### src/rtl/core/anb_pkg.sv
// ----------------------------------------------------------------------------
// anb_pkg: shared types and constants of the Annex B NAL unit splitter
// Widths of packet positions and unit sizes, NAL type codes, result record.
// ----------------------------------------------------------------------------
package anb_pkg;

   localparam int MAX_PACKET_BYTES = 1048576;
   localparam int POS_W  = $clog2(MAX_PACKET_BYTES);
   localparam int SIZE_W = 21;
   localparam int OFFSET_W = 20;
   localparam int TYPE_W = 5;

   localparam logic [POS_W-1:0] POS_LAST = POS_W'(MAX_PACKET_BYTES - 1);

   localparam logic [7:0] BYTE_ZERO = 8'h00;
   localparam logic [7:0] BYTE_ONE  = 8'h01;

   localparam logic [TYPE_W-1:0] NAL_IDR = 5'd5;
   localparam logic [TYPE_W-1:0] NAL_SEI = 5'd6;
   localparam logic [TYPE_W-1:0] NAL_SPS = 5'd7;
   localparam logic [TYPE_W-1:0] NAL_PPS = 5'd8;

   // one closed unit, as it leaves the block
   typedef struct packed {
      logic                closed_by_end;
      logic                param_set;
      logic                key_frame;
      logic [TYPE_W-1:0]   nal_type;
      logic [SIZE_W-1:0]   nal_size;
      logic [OFFSET_W-1:0] nal_offset;
   } nal_result_type;

endpackage

### src/rtl/core/annexb_nal_unit_splitter.sv
// ----------------------------------------------------------------------------
// annexb_nal_unit_splitter: H.264 Annex B start-code parser
// Splits a byte stream of Annex B packets into NAL unit descriptors.
// ----------------------------------------------------------------------------
// Usage
//   req_*  : one packet byte per word; tlast marks the packet's last byte.
//   rsp_*  : one word per reported NAL unit: header offset, size (start code
//            excluded), type, IDR and parameter-set marks; tuser is set when
//            the packet end, rather than the next start code, closed the unit.
//   SEI units, empty units and bytes ahead of the first start code give no
//   word. Start codes are found at any byte alignment; one zero ahead of
//   00 00 01 belongs to a four-byte start code.
// Pipeline and throughput
//   A byte is taken into an input register and scanned there; its result
//   lands in the output register, from which the word is valid. One byte per
//   cycle while no closing byte waits for the output register, set by the
//   single scan step between the two registers.
// Reset and stall
//   Reset clears the scan state and both valid flags. While rsp_tready is low
//   with a word pending, bytes that close no unit still pass; a byte that
//   closes one waits in the input register, and req_tready drops behind it.
// ----------------------------------------------------------------------------
module annexb_nal_unit_splitter
   import anb_pkg::*;
(
   input  logic        clock,
   input  logic        reset,
   input  logic        req_tvalid,
   output logic        req_tready,
   input  logic [7:0]  req_tdata,   // [7:0] data_byte
   input  logic        req_tlast,   // packet_end
   output logic        rsp_tvalid,
   input  logic        rsp_tready,
   output logic [47:0] rsp_tdata,   // [19:0] nal_offset, [40:20] nal_size,
                                    // [45:41] nal_type, [46] key_frame,
                                    // [47] param_set
   output logic        rsp_tuser    // closed_by_end
);

   logic           in_valid_ff, in_valid_in;
   logic [7:0]     in_byte_ff;
   logic           in_last_ff;

   logic           step;
   logic           emit;
   logic           slot_free;
   nal_result_type result;
   nal_result_type rsp_data;

   // advance the held byte unless its result has nowhere to go
   assign step        = in_valid_ff && (!emit || slot_free);
   assign req_tready  = !in_valid_ff || step;
   assign in_valid_in = (req_tvalid && req_tready) || (in_valid_ff && !step);

   always_ff @(posedge clock) begin
      if (reset) begin
         in_valid_ff <= 1'b0;
      end else begin
         in_valid_ff <= in_valid_in;
      end
   end

   // capture the byte on every accepted word
   always_ff @(posedge clock) begin
      if (req_tvalid && req_tready) begin
         in_byte_ff <= req_tdata;
         in_last_ff <= req_tlast;
      end
   end

   anb_parser u_parser (
      .clock      (clock),
      .reset      (reset),
      .step       (step),
      .data_byte  (in_byte_ff),
      .packet_end (in_last_ff),
      .emit       (emit),
      .result     (result)
   );

   anb_rsp_reg u_rsp_reg (
      .clock      (clock),
      .reset      (reset),
      .load       (step && emit),
      .load_data  (result),
      .slot_free  (slot_free),
      .rsp_tvalid (rsp_tvalid),
      .rsp_tready (rsp_tready),
      .rsp_data   (rsp_data)
   );

   // pack the descriptor, highest field first
   assign rsp_tdata = {rsp_data.param_set, rsp_data.key_frame, rsp_data.nal_type,
                       rsp_data.nal_size, rsp_data.nal_offset};
   assign rsp_tuser = rsp_data.closed_by_end;

endmodule

### src/rtl/core/anb_parser.sv
// ----------------------------------------------------------------------------
// anb_parser: start-code scanner and unit tracker
// Takes one registered byte per step, updates the scan state and describes
// the unit that this byte closes, if any.
// ----------------------------------------------------------------------------
module anb_parser
   import anb_pkg::*;
(
   input  logic           clock,
   input  logic           reset,
   input  logic           step,        // consume the held byte this cycle
   input  logic [7:0]     data_byte,
   input  logic           packet_end,
   output logic           emit,        // held byte closes a reportable unit
   output nal_result_type result
);

   logic [POS_W-1:0]    position_ff, position_in;
   logic [1:0]          zero_run_ff, zero_run_in;
   logic                unit_open_ff, unit_open_in;
   logic                expect_header_ff, expect_header_in;
   logic [POS_W-1:0]    unit_start_ff, unit_start_in;
   logic [TYPE_W-1:0]   unit_type_ff, unit_type_in;

   logic                start_code;
   logic                have;
   logic                by_end;
   logic [POS_W-1:0]    code_len;
   logic [POS_W-1:0]    unit_end;
   logic [SIZE_W-1:0]   size;

   always_comb begin
      // header byte opens the unit
      unit_start_in = expect_header_ff ? position_ff : unit_start_ff;
      unit_type_in  = expect_header_ff ? data_byte[TYPE_W-1:0] : unit_type_ff;
      start_code    = (data_byte == BYTE_ONE) && zero_run_ff[1];
      code_len      = (zero_run_ff == 2'd3) ? POS_W'(3) : POS_W'(2);
      unit_end      = (position_ff >= code_len) ? position_ff - code_len : '0;
      have          = 1'b0;
      by_end        = 1'b0;
      size          = '0;

      if (start_code) begin
         have = unit_open_ff | expect_header_ff;
         if (unit_end > unit_start_in) begin
            size = SIZE_W'(unit_end - unit_start_in);
         end
      end else if (packet_end && (unit_open_ff | expect_header_ff)) begin
         have   = 1'b1;
         by_end = 1'b1;
         if (position_ff >= unit_start_in) begin
            size = SIZE_W'(position_ff - unit_start_in) + SIZE_W'(1);
         end else begin
            size = SIZE_W'(1);
         end
      end

      emit = have && (size != '0) && (unit_type_in != NAL_SEI);

      result.nal_offset    = OFFSET_W'(unit_start_in);
      result.nal_size      = size;
      result.nal_type      = unit_type_in;
      result.key_frame     = (unit_type_in == NAL_IDR);
      result.param_set     = (unit_type_in == NAL_SPS) || (unit_type_in == NAL_PPS);
      result.closed_by_end = by_end;

      // next scan state
      if (start_code) begin
         zero_run_in = 2'd0;
      end else if (data_byte == BYTE_ZERO) begin
         zero_run_in = (zero_run_ff == 2'd3) ? 2'd3 : zero_run_ff + 2'd1;
      end else begin
         zero_run_in = 2'd0;
      end
      unit_open_in     = !start_code && (unit_open_ff | expect_header_ff);
      expect_header_in = start_code;
      position_in      = (position_ff < POS_LAST) ? position_ff + POS_W'(1) : POS_LAST;
      if (packet_end) begin
         zero_run_in      = 2'd0;
         unit_open_in     = 1'b0;
         expect_header_in = 1'b0;
         position_in      = '0;
      end
   end

   always_ff @(posedge clock) begin
      if (reset) begin
         position_ff      <= '0;
         zero_run_ff      <= 2'd0;
         unit_open_ff     <= 1'b0;
         expect_header_ff <= 1'b0;
         unit_start_ff    <= '0;
         unit_type_ff     <= '0;
      end else if (step) begin
         position_ff      <= position_in;
         zero_run_ff      <= zero_run_in;
         unit_open_ff     <= unit_open_in;
         expect_header_ff <= expect_header_in;
         unit_start_ff    <= unit_start_in;
         unit_type_ff     <= unit_type_in;
      end
   end

endmodule

### src/rtl/core/anb_rsp_reg.sv
// ----------------------------------------------------------------------------
// anb_rsp_reg: result output register
// Holds one result word until the receiver takes it.
// ----------------------------------------------------------------------------
module anb_rsp_reg
   import anb_pkg::*;
(
   input  logic           clock,
   input  logic           reset,
   input  logic           load,
   input  nal_result_type load_data,
   output logic           slot_free,   // a new word may be loaded this cycle
   output logic           rsp_tvalid,
   input  logic           rsp_tready,
   output nal_result_type rsp_data
);

   logic           valid_ff, valid_in;
   nal_result_type data_ff;

   assign slot_free  = !valid_ff || rsp_tready;
   assign valid_in   = load || (valid_ff && !rsp_tready);
   assign rsp_tvalid = valid_ff;
   assign rsp_data   = data_ff;

   always_ff @(posedge clock) begin
      if (reset) begin
         valid_ff <= 1'b0;
      end else begin
         valid_ff <= valid_in;
      end
   end

   always_ff @(posedge clock) begin
      if (load) begin
         data_ff <= load_data;
      end
   end

endmodule

### config.mk
export PLATFORM = sky130hd
export DESIGN_NAME = annexb_nal_unit_splitter
export DESIGN_NICKNAME = d
export VERILOG_FILES = /design/src/rtl/core/anb_pkg.sv /design/src/rtl/core/annexb_nal_unit_splitter.sv /design/src/rtl/core/anb_parser.sv /design/src/rtl/core/anb_rsp_reg.sv
export SDC_FILE = /design/constraint.sdc
export NUM_CORES = 1
export LEC_CHECK = 0
export BUFFER_PORTS_ARGS = -buffer_cell sky130_fd_sc_hd__buf_2
export CAP_MARGIN = 20
export CORE_UTILIZATION = 60
export DETAILED_ROUTE_END_ITERATION = 8
export MAX_ROUTING_LAYER = met4
export PLACE_DENSITY = 0.91
export SLEW_MARGIN = 15
export SYNTH_ARGS = -nofsm -noshare
export SYNTH_HDL_FRONTEND = slang
export SYNTH_HIERARCHICAL = 1
export SYNTH_SLANG_ARGS = --single-unit
export TNS_END_PERCENT = 1
### constraint.sdc
create_clock -name clock -period 14 [get_ports clock]
set_input_delay 1.4 -clock clock [delete_from_list [all_inputs] [get_ports clock]]
set_output_delay 1.4 -clock clock [all_outputs]
set_load 0.02 [all_outputs]
==> results_dict.tcl <==
set metrics [dict create \
    outcome "complete, no violations" \
    p_total_uw 750 \
    max_cap_viol_count 0 \
    drc 0 \
    start_util_pct 61.7 \
    yosys_most_used_dff "edfxtp_1" \
    cts_root_buf "clkbuf_16" \
    yosysTopAreaCell "edfxtp_1" \
    power_density_nw_per_um2 88.1 \
    drt_iter0_markers 693 \
    slew_viol_final 0 \
    required_ns 12.60 \
    stdcell_count 1072 \
    cts_resized 0 \
    first_pass_iters 5 \
    numCtsBuffers 9 \
    grt-ovfl-total 0 \
    cts_tree "built" \
    wl_per_cell_um 17.7 \
    vias_per_cell 6.29 \
    min_period_ns 8.08 \
    dieWidth_um 116 \
    syn_to_final_growth_pct 8.90 \
    setup_violations 0 \
    tightest_slew_ns 0.965 \
    gr-max-usage-layer "met2" \
    crit_path_start_kind "flip-flop" \
    synth_area_um2 7810 \
    grt_use_met3_pct 5.66 \
    num_io_pins 64 \
    netlist_top_cells_area "edfxtp_1 22%, dfxtp_1 13%, ha_1 10%, a211oi_1 4.6%, nor2_1 4.5%" \
    diodes 0 \
    ys_ff_latch 109 \
    ant_nets 0 \
    grt_pass1_vias 6028 \
    slew-limit-headroom_pct 35.7 \
    grtUsageTotal_pct 29.3 \
    end_kind "primary output" \
    layout-drive-gt1-share_pct 12.4 \
    post_cts_buffers 0 \
    leakagePower_uw 0.00340 \
    clock_path_buffers 2 \
    insertion_delay_ns 0.35 \
    coreArea_um2 12700 \
    grt_setup_unrepaired "no" \
    use_met2_pct 46.2 \
    yosys_warnings 6 \
    max_freq_mhz 124 \
    avgSynthCellArea_um2 9.08 \
    synth_edf_count 58 \
    antenna_found_initial 0 \
    numPortBuffers 63 \
    layout.nets 984 \
    synth_top_area_share_pct 22.3 \
    path_class "flip-flop to primary output" \
    htree_levels 3 \
    worstPathArrival_ns 6.68 \
    tns_ns 0 \
    synthArstFlopShare_pct 0 \
    ir_drop_uv 83.1 \
    fin_skew_ns 0.0112 \
    grt_max_degree 87 \
    ys_seq_area_share_pct 35.4 \
    vias 6743 \
    cts.clk_slew.worst_paths_ns 0.08 \
    cp_max_fo 18 \
    met1_usage_pct 37.3 \
    finalWeightedCongestion 0.969 \
    dieArea_um2 13500 \
    cts_hold_buf 0 \
    fill_cells 988 \
    hold_class "flip-flop to flip-flop" \
    synth_nets 950 \
    synth.most_common_cell "nor2_1" \
    post-dp-hpwl_um 14100 \
    rows 41 \
    hold_violations 0 \
    clkSinkCount 109 \
    ys_types 74 \
    drt_wl_total_um 18900 \
    placed_cells 1056 \
    grt_pass1_wl_um 29600 \
    syn_inst 861 \
    ys_top_cells_by_count "94 x nor2_1, 65 x ha_1, 61 x inv_1, 58 x edfxtp_1" \
    chipHeight_um 116 \
    fin_crit_sh_pct 57.7 \
]
## per-layer routing
metal	part of all wire, %	up-vias
met5	0	-
met4	3.3	0
met3	7.2	50
met2	47	303
met1	43	3195
li1	-	3195
## registers in the layout, summed over array words and instances (netlist names)
name	cells
u_rsp_reg/rsp_data	49
u_parser/position_ff	20
u_parser/unit_start_ff	20
in_byte_ff	8
u_parser/unit_type_ff	5
u_parser/zero_run_ff	2
in_last_ff	1
in_valid_ff	1
u_parser/expect_header_ff	1
u_parser/unit_open_ff	1
u_rsp_reg/rsp_tvalid	1
## through the flow
stage / worst slack [ns] / area, µm² / util, % / hold slack, ns
after floorplan: 7.66 / 7820 / - / 0.457
after global placement: 6.52 / 8200 / 64.7 / 0.469
after detailed placement: 6.33 / 8200 / 64.7 / 0.476
after CTS: 6.16 / 8500 / 67.1 / 0.486
after global routing: 5.68 / 8510 / 67.2 / 0.508
final: 5.92 / 8510 / 67.2 / 0.485
## power breakdown
group / internal [µW] / switching [µW]
clock: 130 / 122
combinational: 58.4 / 92.1
sequential: 342 / 5.60
total: 531 / 219
## kinds of logic (layout without fill, tap and decap cells)
logic type	count (synthesis)	after routing	synth area share, %
adders and majority gates	76	76	13.2
AOI/OAI and AO/OA	236	236	20.4
muxes	27	27	3.49
DFF	109	109	35.4
xor gates and xnor gates	47	47	5.27
and+or+nand+nor	261	261	17.0
buffers and inverters	105	144	5.28
## worst max-delay path, stage by stage, from the launching register on
cell,delay [ns]
dfxtp_1,0.46
or4_4,0.63
nor4_4,0.19
nand2_2,0.11
or3_4,0.36
or4b_4,0.54
nor2_4,0.38
or2_2,0.20
ha_1,0.16
inv_1,0.05
fa_1,0.40
a21o_1,0.20
a221oi_1,0.34
o31ai_1,0.24
a31oi_1,0.30
nor2b_1,0.08
o21ai_0,0.17
nand2b_1,0.11
xnor2_1,0.13
o21a_1,0.20
a31oi_1,0.68
nand3b_4,0.16
buf_2,0.21
## layout by cell type, fill, tap and decap left out, drive strengths merged, types with 5 or more instances in the layout
master	count
o21ai	40
a21o	13
nor4	6
a21oi	56
and2	11
o22ai	5
mux2i	25
nand4	6
buf	66
o21bai	5
a31o	10
nand2b	14
dfxtp	51
o21a	5
clkbuf	10
ha	65
fa	11
and3	9
inv	65
o2111ai	5
nor3	16
a211oi	48
a41oi	6
nand2	55
or3	5
nor2b	9
nor2	95
xnor2	34
edfxtp	58
a31oi	9
nand3	10
xor2	13
## final cells by class
| cell class | count | area, µm² | area share (%) |
|---|---|---|---|
| inverter | 62 | 233 | 2.73 |
| tap | 172 | 215 | 2.53 |
| clock buffer | 10 | 239 | 2.81 |
| clock inverter | 6 | 61.3 | 0.720 |
| multi-input combinational | 647 | 4660 | 54.8 |
| sequential | 109 | 2760 | 32.5 |
| timing repair buffer | 66 | 338 | 3.97 |
## path summary, 6_finish.rpt
kind                               from                          to  slack (ns)  depth (start not counted)
max             u_parser/position_ff[2]                  req_tready        5.92                         22
min          u_parser/unit_start_ff[19]  u_parser/unit_start_ff[19]        0.48                          2
max reg2reg     u_parser/position_ff[2]    u_parser/position_ff[18]        6.09                         25
min reg2reg  u_parser/unit_start_ff[19]  u_parser/unit_start_ff[19]        0.48                          2
Power figures use the tool's default switching activity.
